[config.mk]
export PLATFORM = sky130hd
export DESIGN_NAME = affine_matrix_transform_unit
export DESIGN_NICKNAME = d
export VERILOG_FILES = /design/src/amt_pkg.sv /design/src/amt_sincos.sv /design/src/amt_mac.sv /design/src/affine_matrix_transform_unit.sv
export VERILOG_INCLUDE_DIRS = /design/src /design/src/src
export SDC_FILE = /design/constraint.sdc
export NUM_CORES = 2
export LEC_CHECK = 0
export ABC_AREA = 1
export BUFFER_PORTS_ARGS = -buffer_cell sky130_fd_sc_hd__buf_2
export CAP_MARGIN = 10
export CORE_ASPECT_RATIO = 1.2
export CORE_MARGIN = 10
export CORE_UTILIZATION = 58
export CTS_BUF_LIST = sky130_fd_sc_hd__clkbuf_8
export DETAILED_ROUTE_END_ITERATION = 10
export PLACE_DENSITY_LB_ADDON = 0.12
export SYNTH_ARGS = -nofsm -noshare
export SYNTH_HDL_FRONTEND = slang
export SYNTH_SLANG_ARGS = --single-unit
export TNS_END_PERCENT = 100
[constraint.sdc]
create_clock -name clock -period 13.3 [get_ports clock]
set_input_delay 0.665 -clock clock [delete_from_list [all_inputs] [get_ports clock]]
set_output_delay 0.665 -clock clock [all_outputs]
set_load 0.05 [all_outputs]
[src/assert_macros.svh]
// Assertion helper macros for the affine transform unit.
// Included by the top level; no other dependencies.
`ifndef ASSERT_MACROS_SVH
`define ASSERT_MACROS_SVH
// Implication checked on every clock edge outside reset.
`define ASSERT_IMPLIES(label, clk, rst, a, c, msg) \
   label: assert property (@(posedge clk) disable iff (rst) (a) |-> (c)) else $error(msg);
// Next-cycle implication checked outside reset.
`define ASSERT_NEXT(label, clk, rst, a, c, msg) \
   label: assert property (@(posedge clk) disable iff (rst) (a) |=> (c)) else $error(msg);
`endif

[src/amt_pkg.sv]
// Package for the affine transform unit: request codes, data types,
// sine table and fold function. No dependencies.
package amt_pkg;
   localparam logic [1:0] REQ_IDENTITY  = 2'd0;
   localparam logic [1:0] REQ_TRANSLATE = 2'd1;
   localparam logic [1:0] REQ_SCALE     = 2'd2;
   localparam logic [1:0] REQ_ROTATE    = 2'd3;

   typedef logic signed [15:0] coeff_type;
   typedef logic signed [31:0] trans_type;

   // sin of 0..90 degrees, 16 fraction bits
   localparam logic [16:0] SIN_Q16 [0:90] = '{
      17'd0, 17'd1144, 17'd2287, 17'd3430, 17'd4572, 17'd5712, 17'd6850, 17'd7987,
      17'd9121, 17'd10252, 17'd11380, 17'd12505, 17'd13626, 17'd14742, 17'd15855,
      17'd16962, 17'd18064, 17'd19161, 17'd20252, 17'd21336, 17'd22415, 17'd23486,
      17'd24550, 17'd25607, 17'd26656, 17'd27697, 17'd28729, 17'd29753, 17'd30767,
      17'd31772, 17'd32768, 17'd33754, 17'd34729, 17'd35693, 17'd36647, 17'd37590,
      17'd38521, 17'd39441, 17'd40348, 17'd41243, 17'd42126, 17'd42995, 17'd43852,
      17'd44695, 17'd45525, 17'd46341, 17'd47143, 17'd47930, 17'd48703, 17'd49461,
      17'd50203, 17'd50931, 17'd51643, 17'd52339, 17'd53020, 17'd53684, 17'd54332,
      17'd54963, 17'd55578, 17'd56175, 17'd56756, 17'd57319, 17'd57865, 17'd58393,
      17'd58903, 17'd59396, 17'd59870, 17'd60326, 17'd60764, 17'd61183, 17'd61584,
      17'd61966, 17'd62328, 17'd62672, 17'd62997, 17'd63303, 17'd63589, 17'd63856,
      17'd64104, 17'd64332, 17'd64540, 17'd64729, 17'd64898, 17'd65048, 17'd65177,
      17'd65287, 17'd65376, 17'd65446, 17'd65496, 17'd65526, 17'd65536};

   // folded table index and sign for an angle 0..359
   function automatic logic [7:0] sin_fold(input logic [8:0] a);
      logic [8:0] i;
      logic       n;
      begin
         n = 1'b0;
         if (a <= 9'd90) i = a;
         else if (a <= 9'd180) i = 9'd180 - a;
         else if (a <= 9'd270) begin i = a - 9'd180; n = 1'b1; end
         else begin i = 9'd360 - a; n = 1'b1; end
         sin_fold = {n, i[6:0]};
      end
   endfunction
endpackage

[src/amt_sincos.sv]
// Registered sine/cosine lookup for whole degrees at FRAC_BITS.
// Depends on amt_pkg.
module amt_sincos #(
   parameter int FRAC_BITS = 12
) (
   input  logic                clock,
   input  logic [8:0]          angle,
   output logic signed [17:0]  sin_val,
   output logic signed [17:0]  cos_val
);
   import amt_pkg::*;
   localparam int SH = 16 - FRAC_BITS;
   logic [8:0]  cang;
   logic [7:0]  fs, fc;
   logic signed [17:0] sin_ff, cos_ff, sin_in, cos_in;

   function automatic logic signed [17:0] conv(input logic [7:0] f);
      logic [17:0] raw, mag;
      begin
         raw = {1'b0, SIN_Q16[f[6:0]]};
         if (SH > 0) mag = (raw + (18'd1 << (SH - 1))) >> SH;
         else mag = raw << (-SH);
         conv = f[7] ? -$signed(mag) : $signed(mag);
      end
   endfunction

   // cosine angle is (a + 90) mod 360
   always_comb begin
      cang = (angle >= 9'd270) ? angle - 9'd270 : angle + 9'd90;
      fs = sin_fold(angle);
      fc = sin_fold(cang);
      sin_in = conv(fs);
      cos_in = conv(fc);
   end
   always_ff @(posedge clock) begin
      sin_ff <= sin_in;
      cos_ff <= cos_in;
   end
   assign sin_val = sin_ff;
   assign cos_val = cos_ff;
endmodule

[src/amt_mac.sv]
// Multiply-accumulate for matrix and translation products; rounding and
// saturation are applied by the caller. Depends on nothing beyond its ports.
module amt_mac (
   input  logic               clock,
   input  logic               clr,
   input  logic               en,
   input  logic signed [19:0] a,
   input  logic signed [31:0] b,
   output logic signed [53:0] acc
);
   logic signed [53:0] acc_ff, acc_in;
   always_comb begin
      acc_in = acc_ff;
      if (clr) acc_in = 54'sd0;
      else if (en) acc_in = acc_ff + 54'(a) * 54'(b);
   end
   always_ff @(posedge clock) acc_ff <= acc_in;
   assign acc = acc_ff;
endmodule

[src/affine_matrix_transform_unit.sv]
// Affine transform unit: 3x3 Q-format matrix plus translation in a small RAM.
// Uses amt_pkg, amt_sincos, amt_mac and assert_macros.svh.
// Rotation applies each axis with a nonzero angle by read-multiply-write passes
// through one MAC into a scratch matrix, which is then copied back.
// One item at a time; the next is accepted in the cycle after the result transaction.
// Reset: synchronous; a sweep writes identity/zero before the first request.
module affine_matrix_transform_unit #(
   parameter int FRAC_BITS = 12
) (
   input  logic         clock,
   input  logic         reset,
   input  logic         req_tvalid,
   output logic         req_tready,
   // req_tdata: [1:0] req_type, [21:2] operand_x, [41:22] operand_y,
   // [61:42] operand_z, [63:62] zero
   input  logic [63:0]  req_tdata,
   output logic         rsp_tvalid,
   input  logic         rsp_tready,
   // rsp_tdata: row0_col0..row2_col2 at 16 bits each from [15:0] up to
   // [143:128], then trans_x [175:144], trans_y [207:176], trans_z [239:208]
   output logic [239:0] rsp_tdata
);
   import amt_pkg::*;
`include "assert_macros.svh"

   localparam logic [3:0] S_CLEAR = 4'd0, S_IDLE = 4'd1, S_ID = 4'd2, S_TR = 4'd3,
      S_SC = 4'd4, S_AX = 4'd5, S_RD = 4'd6, S_MAC = 4'd7, S_WB = 4'd8,
      S_COPY = 4'd9, S_OUT = 4'd10, S_WAIT = 4'd11;
   localparam logic signed [31:0] ONE_SAT =
      (FRAC_BITS >= 15) ? 32'sd32767 : (32'sd1 <<< FRAC_BITS);

   // state RAM: 0..8 matrix, 9..11 translation, 16..24 scratch matrix
   logic [31:0] mem [0:31];
   logic [31:0] rd_ff;
   logic        we;
   logic [4:0]  wa, ra;
   logic [31:0] wd;

   logic [3:0]  st_ff, st_in;
   logic [1:0]  typ_ff, typ_in;
   logic signed [19:0] op_ff [0:2];
   logic [1:0]  axis_ff, axis_in;
   logic [3:0]  idx_ff, idx_in;     // entry 0..11
   logic [1:0]  k_ff, k_in;         // term / pipeline step
   logic [8:0]  ang;
   logic signed [17:0] s_v, c_v;
   logic        clr, en;
   logic signed [19:0] ma;
   logic signed [31:0] mb;
   logic signed [53:0] acc;
   logic        rv_ff, rv_in;
   logic [239:0] rdat_ff;
   logic signed [19:0] a_cur;
   logic signed [20:0] a_wrap;

   // current axis angle, wrapped once
   always_comb begin
      a_cur = op_ff[axis_ff];
      a_wrap = (a_cur < 0) ? 21'(a_cur) + 21'sd360 : 21'(a_cur);
      ang = a_wrap[8:0];
   end

   amt_sincos #(.FRAC_BITS(FRAC_BITS)) u_sc (.clock, .angle(ang), .sin_val(s_v),
      .cos_val(c_v));
   amt_mac u_mac (.clock, .clr, .en, .a(ma), .b(mb), .acc);

   // rotation weight w[r][k] for the current axis
   function automatic logic signed [19:0] wgt(input logic [1:0] ax, input logic [1:0] r,
         input logic [1:0] kk, input logic signed [17:0] s, input logic signed [17:0] c);
      logic signed [19:0] one, sv, cv;
      begin
         one = 20'sd1 <<< FRAC_BITS; sv = 20'(s); cv = 20'(c); wgt = '0;
         unique case (ax)
            2'd0: begin
               if (r == 0 && kk == 0) wgt = one;
               if (r == 1 && kk == 1) wgt = cv;
               if (r == 1 && kk == 2) wgt = -sv;
               if (r == 2 && kk == 1) wgt = sv;
               if (r == 2 && kk == 2) wgt = cv;
            end
            2'd1: begin
               if (r == 1 && kk == 1) wgt = one;
               if (r == 0 && kk == 0) wgt = cv;
               if (r == 0 && kk == 2) wgt = -sv;
               if (r == 2 && kk == 0) wgt = sv;
               if (r == 2 && kk == 2) wgt = cv;
            end
            default: begin
               if (r == 2 && kk == 2) wgt = one;
               if (r == 0 && kk == 0) wgt = cv;
               if (r == 0 && kk == 1) wgt = -sv;
               if (r == 1 && kk == 0) wgt = sv;
               if (r == 1 && kk == 1) wgt = cv;
            end
         endcase
      end
   endfunction

   function automatic logic [1:0] rowof(input logic [3:0] i);
      rowof = (i < 4'd3) ? 2'd0 : (i < 4'd6) ? 2'd1 : 2'd2;
   endfunction
   function automatic logic [1:0] colof(input logic [3:0] i);
      colof = 2'(i - 4'(rowof(i)) * 4'd3);
   endfunction
   function automatic logic signed [53:0] rnd(input logic signed [53:0] v);
      rnd = (v + (54'sd1 <<< (FRAC_BITS - 1))) >>> FRAC_BITS;
   endfunction
   function automatic logic [31:0] s16(input logic signed [53:0] v);
      s16 = (v > 54'sd32767) ? 32'h7fff : (v < -54'sd32768) ? 32'hffff8000 :
         {{16{v[15]}}, v[15:0]};
   endfunction
   function automatic logic [31:0] s32(input logic signed [53:0] v);
      s32 = (v > 54'sd2147483647) ? 32'h7fffffff :
         (v < -54'sd2147483648) ? 32'h80000000 : v[31:0];
   endfunction

   logic signed [53:0] tsum;
   logic [1:0] rr, cc;
   logic       skip_ax, bad_ax;

   always_comb begin
      st_in = st_ff; typ_in = typ_ff; axis_in = axis_ff; idx_in = idx_ff; k_in = k_ff;
      rv_in = rv_ff; we = 1'b0; wa = 5'd0; wd = '0; ra = 5'(idx_ff);
      clr = 1'b0; en = 1'b0; ma = '0; mb = '0;
      rr = rowof(idx_ff); cc = colof(idx_ff);
      tsum = 54'(signed'(rd_ff)) + (54'(op_ff[2'(idx_ff - 4'd9)]) <<< FRAC_BITS);
      skip_ax = (a_cur == 20'sd0);
      bad_ax = (a_wrap < 0) || (a_wrap >= 21'sd360);
      if (rsp_tvalid && rsp_tready) rv_in = 1'b0;
      unique case (st_ff)
         S_CLEAR, S_ID: begin
            we = 1'b1; wa = 5'(idx_ff);
            wd = (idx_ff > 4'd8) ? 32'd0 :
               ((idx_ff == 0 || idx_ff == 4 || idx_ff == 8) ? ONE_SAT : 32'd0);
            idx_in = idx_ff + 4'd1;
            if (idx_ff == 4'd11) begin
               idx_in = 4'd0; st_in = (st_ff == S_CLEAR) ? S_IDLE : S_OUT; k_in = 2'd0;
            end
         end
         S_IDLE: begin
            idx_in = 4'd0; k_in = 2'd0; axis_in = 2'd0;
            if (req_tvalid && req_tready) begin
               typ_in = req_tdata[1:0];
               unique case (req_tdata[1:0])
                  REQ_IDENTITY:  st_in = S_ID;
                  REQ_TRANSLATE: begin st_in = S_TR; idx_in = 4'd9; end
                  REQ_SCALE:     st_in = S_SC;
                  default:       st_in = S_AX;
               endcase
            end
         end
         S_TR: begin
            // k 0: read issued, k 1: data ready
            if (k_ff == 2'd0) k_in = 2'd1;
            else begin
               we = 1'b1; wa = 5'(idx_ff); wd = s32(tsum); k_in = 2'd0;
               idx_in = idx_ff + 4'd1;
               if (idx_ff == 4'd11) begin idx_in = 4'd0; st_in = S_OUT; end
            end
         end
         S_SC: begin
            // k 0 read, k 1 multiply, k 2 write
            clr = (k_ff == 2'd0);
            en = (k_ff == 2'd1);
            ma = op_ff[(idx_ff > 4'd8) ? 2'(idx_ff - 4'd9) : rr];
            mb = signed'(rd_ff);
            k_in = k_ff + 2'd1;
            if (k_ff == 2'd2) begin
               we = 1'b1; wa = 5'(idx_ff);
               wd = (idx_ff > 4'd8) ? s32(rnd(acc)) : s16(rnd(acc));
               k_in = 2'd0; idx_in = idx_ff + 4'd1;
               if (idx_ff == 4'd11) begin idx_in = 4'd0; st_in = S_OUT; end
            end
         end
         S_AX: begin
            idx_in = 4'd0; k_in = 2'd0;
            if (skip_ax) begin
               if (axis_ff == 2'd2) st_in = S_OUT; else axis_in = axis_ff + 2'd1;
            end else if (bad_ax) st_in = S_OUT;
            else st_in = S_RD;   // table output valid next cycle
         end
         S_RD: begin
            // read M[k][c] for first term
            ra = 5'(4'(k_ff) * 4'd3 + 4'(cc)); clr = 1'b1; st_in = S_MAC;
         end
         S_MAC: begin
            ma = wgt(axis_ff, rr, k_ff, s_v, c_v); mb = signed'(rd_ff); en = 1'b1;
            ra = 5'(4'(k_ff + 2'd1) * 4'd3 + 4'(cc));
            k_in = k_ff + 2'd1;
            if (k_ff == 2'd2) begin k_in = 2'd0; st_in = S_WB; end
         end
         S_WB: begin
            we = 1'b1; wa = 5'd16 + 5'(idx_ff); wd = s16(rnd(acc));
            idx_in = idx_ff + 4'd1; st_in = S_RD;
            if (idx_ff == 4'd8) begin idx_in = 4'd0; st_in = S_COPY; end
         end
         S_COPY: begin
            // scratch back to matrix: k 0 read, k 1 write
            ra = 5'd16 + 5'(idx_ff);
            if (k_ff == 2'd0) k_in = 2'd1;
            else begin
               we = 1'b1; wa = 5'(idx_ff); wd = rd_ff; k_in = 2'd0;
               ra = 5'd16 + 5'(idx_ff + 4'd1);
               idx_in = idx_ff + 4'd1;
               if (idx_ff == 4'd8) begin
                  idx_in = 4'd0;
                  if (axis_ff == 2'd2) st_in = S_OUT;
                  else begin axis_in = axis_ff + 2'd1; st_in = S_AX; end
               end
            end
         end
         S_OUT: begin
            // gather all 12 words into the result register
            ra = 5'(idx_ff);
            if (k_ff == 2'd0) k_in = 2'd1;
            else begin
               ra = 5'(idx_ff + 4'd1); idx_in = idx_ff + 4'd1;
               if (idx_ff == 4'd11) begin idx_in = 4'd0; k_in = 2'd0; st_in = S_WAIT; end
            end
         end
         S_WAIT: begin
            if (!rv_ff) begin rv_in = 1'b1; st_in = S_IDLE; end
         end
         default: st_in = S_IDLE;
      endcase
   end

   // RAM write/read
   always_ff @(posedge clock) begin
      if (we) mem[wa] <= wd;
      rd_ff <= mem[ra];
   end

   always_ff @(posedge clock) begin
      if (reset) begin
         st_ff <= S_CLEAR; idx_ff <= 4'd0; k_ff <= 2'd0; axis_ff <= 2'd0;
         typ_ff <= REQ_IDENTITY; rv_ff <= 1'b0;
      end else begin
         st_ff <= st_in; idx_ff <= idx_in; k_ff <= k_in; axis_ff <= axis_in;
         typ_ff <= typ_in; rv_ff <= rv_in;
      end
   end

   // operands and result words
   always_ff @(posedge clock) begin
      if (st_ff == S_IDLE && req_tvalid && req_tready) begin
         op_ff[0] <= req_tdata[21:2]; op_ff[1] <= req_tdata[41:22];
         op_ff[2] <= req_tdata[61:42];
      end
      if (st_ff == S_OUT && k_ff == 2'd1) begin
         if (idx_ff < 4'd9) rdat_ff[16*idx_ff +: 16] <= rd_ff[15:0];
         else rdat_ff[144 + 32*(idx_ff - 4'd9) +: 32] <= rd_ff;
      end
   end

   // new request only once the result register has been emptied
   assign req_tready = (st_ff == S_IDLE) && !rv_ff;
   assign rsp_tvalid = rv_ff;
   assign rsp_tdata  = rdat_ff;

   `ASSERT_IMPLIES(a_ready_idle, clock, reset, req_tready, st_ff == S_IDLE, "ready outside idle")
   `ASSERT_NEXT(a_take_busy, clock, reset, req_tvalid && req_tready, !req_tready, "double accept")
   `ASSERT_IMPLIES(a_we_range, clock, reset, we, wa < 5'd12 || (wa >= 5'd16 && wa < 5'd25),
      "write outside state RAM map")
endmodule
Yosys cells after proc, flatten, opt, wreduce, memory -nomap -nowiden
Memories as Yosys holds them, arrays and structs flattened. A register that Yosys moved wholly into a read port is not among the register bits.
Cells that the tools add are included.

operators by class
  reductions and logical operators = 38
  magnitude comparators = 22
  equality and inequality tests = 35
  shift operators = 4
  bitwise logic cells = 2
  multiplexer cells = 112
  multipliers = 4
  add/sub/neg operators = 32

operators by type and width
  kind                       number
  $bwmux 240                 2
  $mux 32                    11
  $mux 20                    12
  $mux 240                   1
  $shift 16x34->240 const A  1
  $shift 32x34->240 const A  1
  $shiftx 16x34->240         1
  $shiftx 32x34->240         1
  $pmux 32 s5                1
  $mux 4                     26
  $pmux 20 s2                2
  $mux 17                    4
  $mux 13                    5
  $add 54x13->54 const B     1
  $add 54x54->54             1
  $mul 20x32->52             1
  $pmux 4 s11                1
  $gt 42x16->1 const B       1
  $gt 42x32->1 const B       1
  $lt 42x16->1 const B       1
  $lt 42x32->1 const B       1
  $mux 7                     6
  $pmux 5 s4                 2
  $add 17x4->18 const B      2
  74 further kinds           163

storage, ports and cells
  output and inout port bits = 242
  memories = 4
  bits in read-only memories = 4352
  input port bits = 68
  bits in writable memories = 1084
  flip-flop bits (word level) = 343
  word-level logic and storage cells = 264

memories
  memory           depth  width  read ports  clocked after Yosys merged registers in  wr ports  line                                text
  (no name shown)  128    17     1           0                                        0         amt_sincos.sv:20                    raw = {1'b0, SIN_Q16[f[6:0]]};
  (no name shown)  128    17     1           0                                        0         amt_sincos.sv:20
  mem              32     32     1           1                                        1         affine_matrix_transform_unit.sv:33  logic [31:0] mem [0:31];
  op_ff            3      20     3           1                                        3         affine_matrix_transform_unit.sv:41  logic signed [19:0] op_ff [0:2];

Logic depth before layout (Yosys ltp)
  depth after elaboration = 15
  depth in mapped cells = 72
  gate-level depth less buffers = 70

By module
From an unflattened synthesis, not the netlist that was laid out.

second synthesis, totals
  cell total of the unflattened synthesis = 11764
  area total of the unflattened synthesis = 102102.9 um2

modules (own cells, without submodules)
  module                        cells an instance  instances  area an instance (um2)  seq. area each (um2)
  affine_matrix_transform_unit  6475               1          65456.5                 40699.0
  amt_mac                       4055               1          29803.6                 1081.0
  amt_sincos                    1234               1          6842.8                  720.7

Worst setup path before layout
No wires, ideal clock.

  path kind = reg-to-reg
  start = register k_ff[0]
  end = register u_mac.acc_ff[53], in the netlist u_mac.acc[53]
  library setup time = 0.122 ns
  path slack = 1.969 ns
  path buffers = 5
  cell stages (with the launch flop) = 57
  clock period less this slack = 11.331 ns
  data required time = 13.178 ns
  arrival = 11.209 ns
  cells stage by stage = dfxtp_1 inv_1 ha_1 clkbuf_1 inv_1 clkbuf_1 nor2_1 clkinv_1 clkbuf_1 o21ai_0 o21ai_0 a22oi_1 o21ai_0 nand2_1 clkbuf_1 buf_1 nand2_1 fa_1 (+21 left out) o21ai_0 a21boi_0 o21ai_0 xor2_1 ha_1 a21oi_1 inv_1 a31oi_1 a21boi_0 o21ai_0 nand3_1 nand2_1 nand3_1 nand2_1 a21oi_1 o21ai_0 o21ai_0 a21oi_1

between the ends
  cells in the longest elaborated chain, start to end = 11
  elaborated cells between the ends (all ways) = 33
  those cells by class = add/sub: 1; mul: 1; eq/ne: 2; mux: 19; reduce/logical: 10

ends and longest elaborated chain
  element                                      line                                                                                                        text
  start, declared                              affine_matrix_transform_unit.sv:44                                                                          logic [1:0] k_ff, k_in;
  start signal, assigned                       affine_matrix_transform_unit.sv:239                                                                         st_ff <= st_in; idx_ff <= idx_in; k_ff <= k_in; axis_ff <= axis_in;
  $eq 2x2->1, or another cell as far along     -
  $logic_and 1x1->1, on equally long branches  -
  $mux 13, on equally long branches            affine_matrix_transform_unit.sv:89, affine_matrix_transform_unit.sv:75, affine_matrix_transform_unit.sv:82
  $mux 20, on equally long branches            affine_matrix_transform_unit.sv:90, affine_matrix_transform_unit.sv:76, affine_matrix_transform_unit.sv:83
  $mux 20, on equally long branches            affine_matrix_transform_unit.sv:91, affine_matrix_transform_unit.sv:77, affine_matrix_transform_unit.sv:84
  $mux 20, on equally long branches            affine_matrix_transform_unit.sv:92, affine_matrix_transform_unit.sv:78, affine_matrix_transform_unit.sv:85
  $mux 20, on equally long branches            affine_matrix_transform_unit.sv:93, affine_matrix_transform_unit.sv:79, affine_matrix_transform_unit.sv:86
  $pmux 20 s2                                  affine_matrix_transform_unit.sv:73                                                                          unique case (ax)
  $pmux 20 s2                                  affine_matrix_transform_unit.sv:130                                                                         unique case (st_ff)
  $mul 20x32->52                               amt_mac.sv:15                                                                                               else if (en) acc_in = acc_ff + 54'(a) * 54'(b);
  $add 54x54->54                               amt_mac.sv:15
  end signal, assigned                         amt_mac.sv:17                                                                                               always_ff @(posedge clock) acc_ff <= acc_in;
  end, declared                                amt_mac.sv:11                                                                                               logic signed [53:0] acc_ff, acc_in;

Several ways; a longest one is shown, not always the timed one.
A chain may end at the register's enable or synchronous reset.

Final worst setup path
  start = register k_ff[0]
  end = register u_mac.acc_ff[51], in the netlist u_mac.acc[51]

Same word-level chain as after synthesis.

==> flow_summary.json <==
{
  "status": "finished, final reports clean",
  "htreeDepth": 4,
  "clk_latency_ns": 1.03,
  "worstMarginPinSlew_ns": 1.251,
  "syn_to_final_growth_pct": 10.32,
  "core_area_um2": 162600,
  "place_hpwl_um": 220800,
  "setup.worst_path.end_class": "flip-flop",
  "synth_seq_cells": 1461,
  "power_density_nw_per_um2": 225.3,
  "cts-root-buf": "clkbuf_8",
  "place_area_um2": 99530,
  "drc_errors": 0,
  "vias": 78019,
  "ys_seq_area_frac": 0.4478,
  "grt_max_degree": 213,
  "max_slew_margin": 0.1638,
  "dieArea_um2": 180300,
  "syn_avg_cell_area_um2": 9.532,
  "path_class": "reg2reg",
  "grtUsageTotal": 0.3498,
  "synth_edf_count": 1324,
  "post-route-cell-area_um2": 104700,
  "worstSetupStartpointType": "flip-flop",
  "drv_slew": 0,
  "tns_ns": 0,
  "die_h_um": 463.1,
  "worstPathRequired_ns": 14.22,
  "synth_fp_nets": 10938,
  "cts_tree": "done",
  "period_needed_ns": 12.53,
  "cp_common_cell": "fa_1",
  "start_util": 0.5838,
  "clk_pin_slew_worst_paths_ns": 0.08,
  "max_cap_viol_count": 0,
  "setup_viol": 0,
  "grt_pass1_wl_um": 477400,
  "cp_max_fo": 25,
  "grt_pass1_vias": 76629,
  "nets": 11309,
  "ys_async_sr_fraction": 0,
  "fin_crit_sh": 0.9424,
  "fillerInstances": 13403,
  "cpPeakStageDelay_ns": 0.69,
  "drt-total-wl_um": 321300,
  "finalHoldViolCount": 0,
  "crit_slowest_cell": "nor2_1",
  "hold_path.class": "in2reg",
  "mappedNetlistArea_um2": 94900,
  "ant_nets": 0,
  "clock_path_buffers": 3,
  "p_leak_nw": 43.84,
  "max_clock_freq_ghz": 0.07978,
  "antenna_found_initial": 9,
  "numCtsBuffers": 224,
  "clock-sinks": 1461,
  "ys_types": 74,
  "synth_ff_type": "edfxtp_1",
  "multi_input_area_um2": 45560,
  "grt_overflow": 0,
  "crit_arrival_ns": 13.46,
  "peakVddDrop_uv": 553.1,
  "gp_congestion": 0.9843,
  "mostFrequentLayoutCells": "nor2_1, inv_1, nand2_1, edfxtp_1, fa_1",
  "port-buffer-count": 307,
  "io_pins": 310,
  "vias_per_cell": 6.162,
  "final_common_cell": "nor2_1",
  "rsz0062_at_grt": "no",
  "finClkSkew_ns": 0.1340,
  "seq_area_um2": 42500,
  "num_rows": 162,
  "yosys_warnings": 0,
  "routedWlPerCell_um": 25.38,
  "drive_above_1_share": 0.1052,
  "dr.pass1.iters": 9,
  "die_w_um": 389.3,
  "synthCells": 9956,
  "drt_iter0_markers": 9352
}
path summary, 6_finish.rpt:
path / end / slack (ns) / cells past startpoint / startpoint
worst min register to register: u_mac.acc[53] / 0.48 / 2 / u_mac.acc[53]
worst max register to register: u_mac.acc[51] / 0.77 / 51 / k_ff[0]
worst min-delay path: idx_ff[3] / 0.27 / 5 / req_tdata[0]
worst max-delay path: u_mac.acc[51] / 0.77 / 51 / k_ff[0]
Yosys cell counts, types with 25 or more instances:
library cell / count / area share
nor2_1: 1477 / 0.058
ha_1: 272 / 0.036
o21bai_1: 191 / 0.015
o211ai_1: 141 / 0.011
a31oi_1: 69 / 0.0045
a21oi_1: 282 / 0.015
xnor2_1: 62 / 0.0057
clkinv_1: 36 / 0.0014
fa_1: 642 / 0.14
o32ai_1: 34 / 0.0031
nand2_2: 45 / 0.0030
nor3_1: 116 / 0.0061
a311oi_1: 33 / 0.0030
o21ai_0: 593 / 0.031
o311a_1: 32 / 0.0034
dfxtp_1: 137 / 0.029
nand4_1: 58 / 0.0038
edfxtp_1: 1324 / 0.42
inv_2: 25 / 0.00099
nand2_1: 1408 / 0.056
o22ai_1: 207 / 0.014
xor2_1: 128 / 0.012
clkbuf_1: 420 / 0.017
buf_1: 29 / 0.0011
inv_1: 1330 / 0.053
o311ai_0: 196 / 0.018
nand3_1: 368 / 0.019
area by class of cell:
class / instances / area share
antenna: 5 / 0.0001195
clock buffer: 235 / 0.03089
clock inverter: 189 / 0.01078
inverter: 1394 / 0.05072
multi-input combinational: 6608 / 0.4352
sequential: 1461 / 0.4060
tap: 2132 / 0.02548
timing repair buffer: 638 / 0.04088
routing by layer:
layer  track usage  wire length, µm  part of all wire
met5             0               53           0.00016
met4        0.1847            19850             0.062
met3       0.09198            36500              0.11
met2        0.5416           145400              0.45
met1        0.4506           119600              0.37
sequential cells by signal, summed over array words and instances, names as in the netlist, named ones only:
name	cells
mem	1024
op_ff	60
rd_ff	32
st_ff	4
axis_ff	2
u_sc.cos_val	18
idx_ff	4
u_sc.sin_val	18
rsp_tvalid	1
rsp_tdata	240
k_ff	2
u_mac.acc	54
logic make-up after synthesis:
logic type	share of synthesized area
AND/OR/NAND/NOR	0.1557
AO/OA/AOI/OAI	0.1308
buffers and inverters	0.07666
flip-flops	0.4478
adder cells (fa/ha/maj)	0.1713
XOR/XNOR	0.01771
timing repair:
| action | 4_1_cts | 5_1_grt |
|---|---|---|
| hold buffers | 62 | 0 |
| resized for setup | 0 | 29 |
| setup buffers | 0 | 11 |
| hold endpoints to repair | 71 | 0 |
| endpoints found under the setup margin | 0 | 17 |
power breakdown:
group | internal (mW) | total (mW) | switching, mW | leakage [nW]
sequential | 5.50 | 5.93 | 0.428 | 13.3
clock | 1.81 | 3.65 | 1.84 | 2.55
combinational | 4.02 | 14.0 | 9.99 | 27.9
total | 11.3 | 23.6 | 12.3 | 43.8
worst max-delay path, delay by kind of cell, from the launching register on:
kind / cells / cell delay [ns]
flops: 1 / 0.51
compound gates: 18 / 3.45
fa+ha+maj: 10 / 4.49
buf+inv: 11 / 1.50
simple gates: 10 / 2.02
xor+xnor: 2 / 0.43
metrics by stage:
stage | util | cells | total power [mW] | hold WS, ns | worst slack (ns)
final | 0.6440 | 12662 | 23.59 | 0.2697 | 0.7663
after global routing | 0.6440 | 12659 | 25.26 | 0.2877 | 0.08603
after detailed placement | 0.6122 | 12160 | 19.62 | 0.4744 | 0.4263
after CTS | 0.6429 | 12646 | 23.29 | 0.1354 | 0.3699
after floorplan | - | 9956 | 15.84 | 0.4506 | 1.969
after global placement | 0.6122 | 12160 | 19.46 | 0.4825 | 0.4776
No activity file was read; power rests on OpenSTA's default activity.
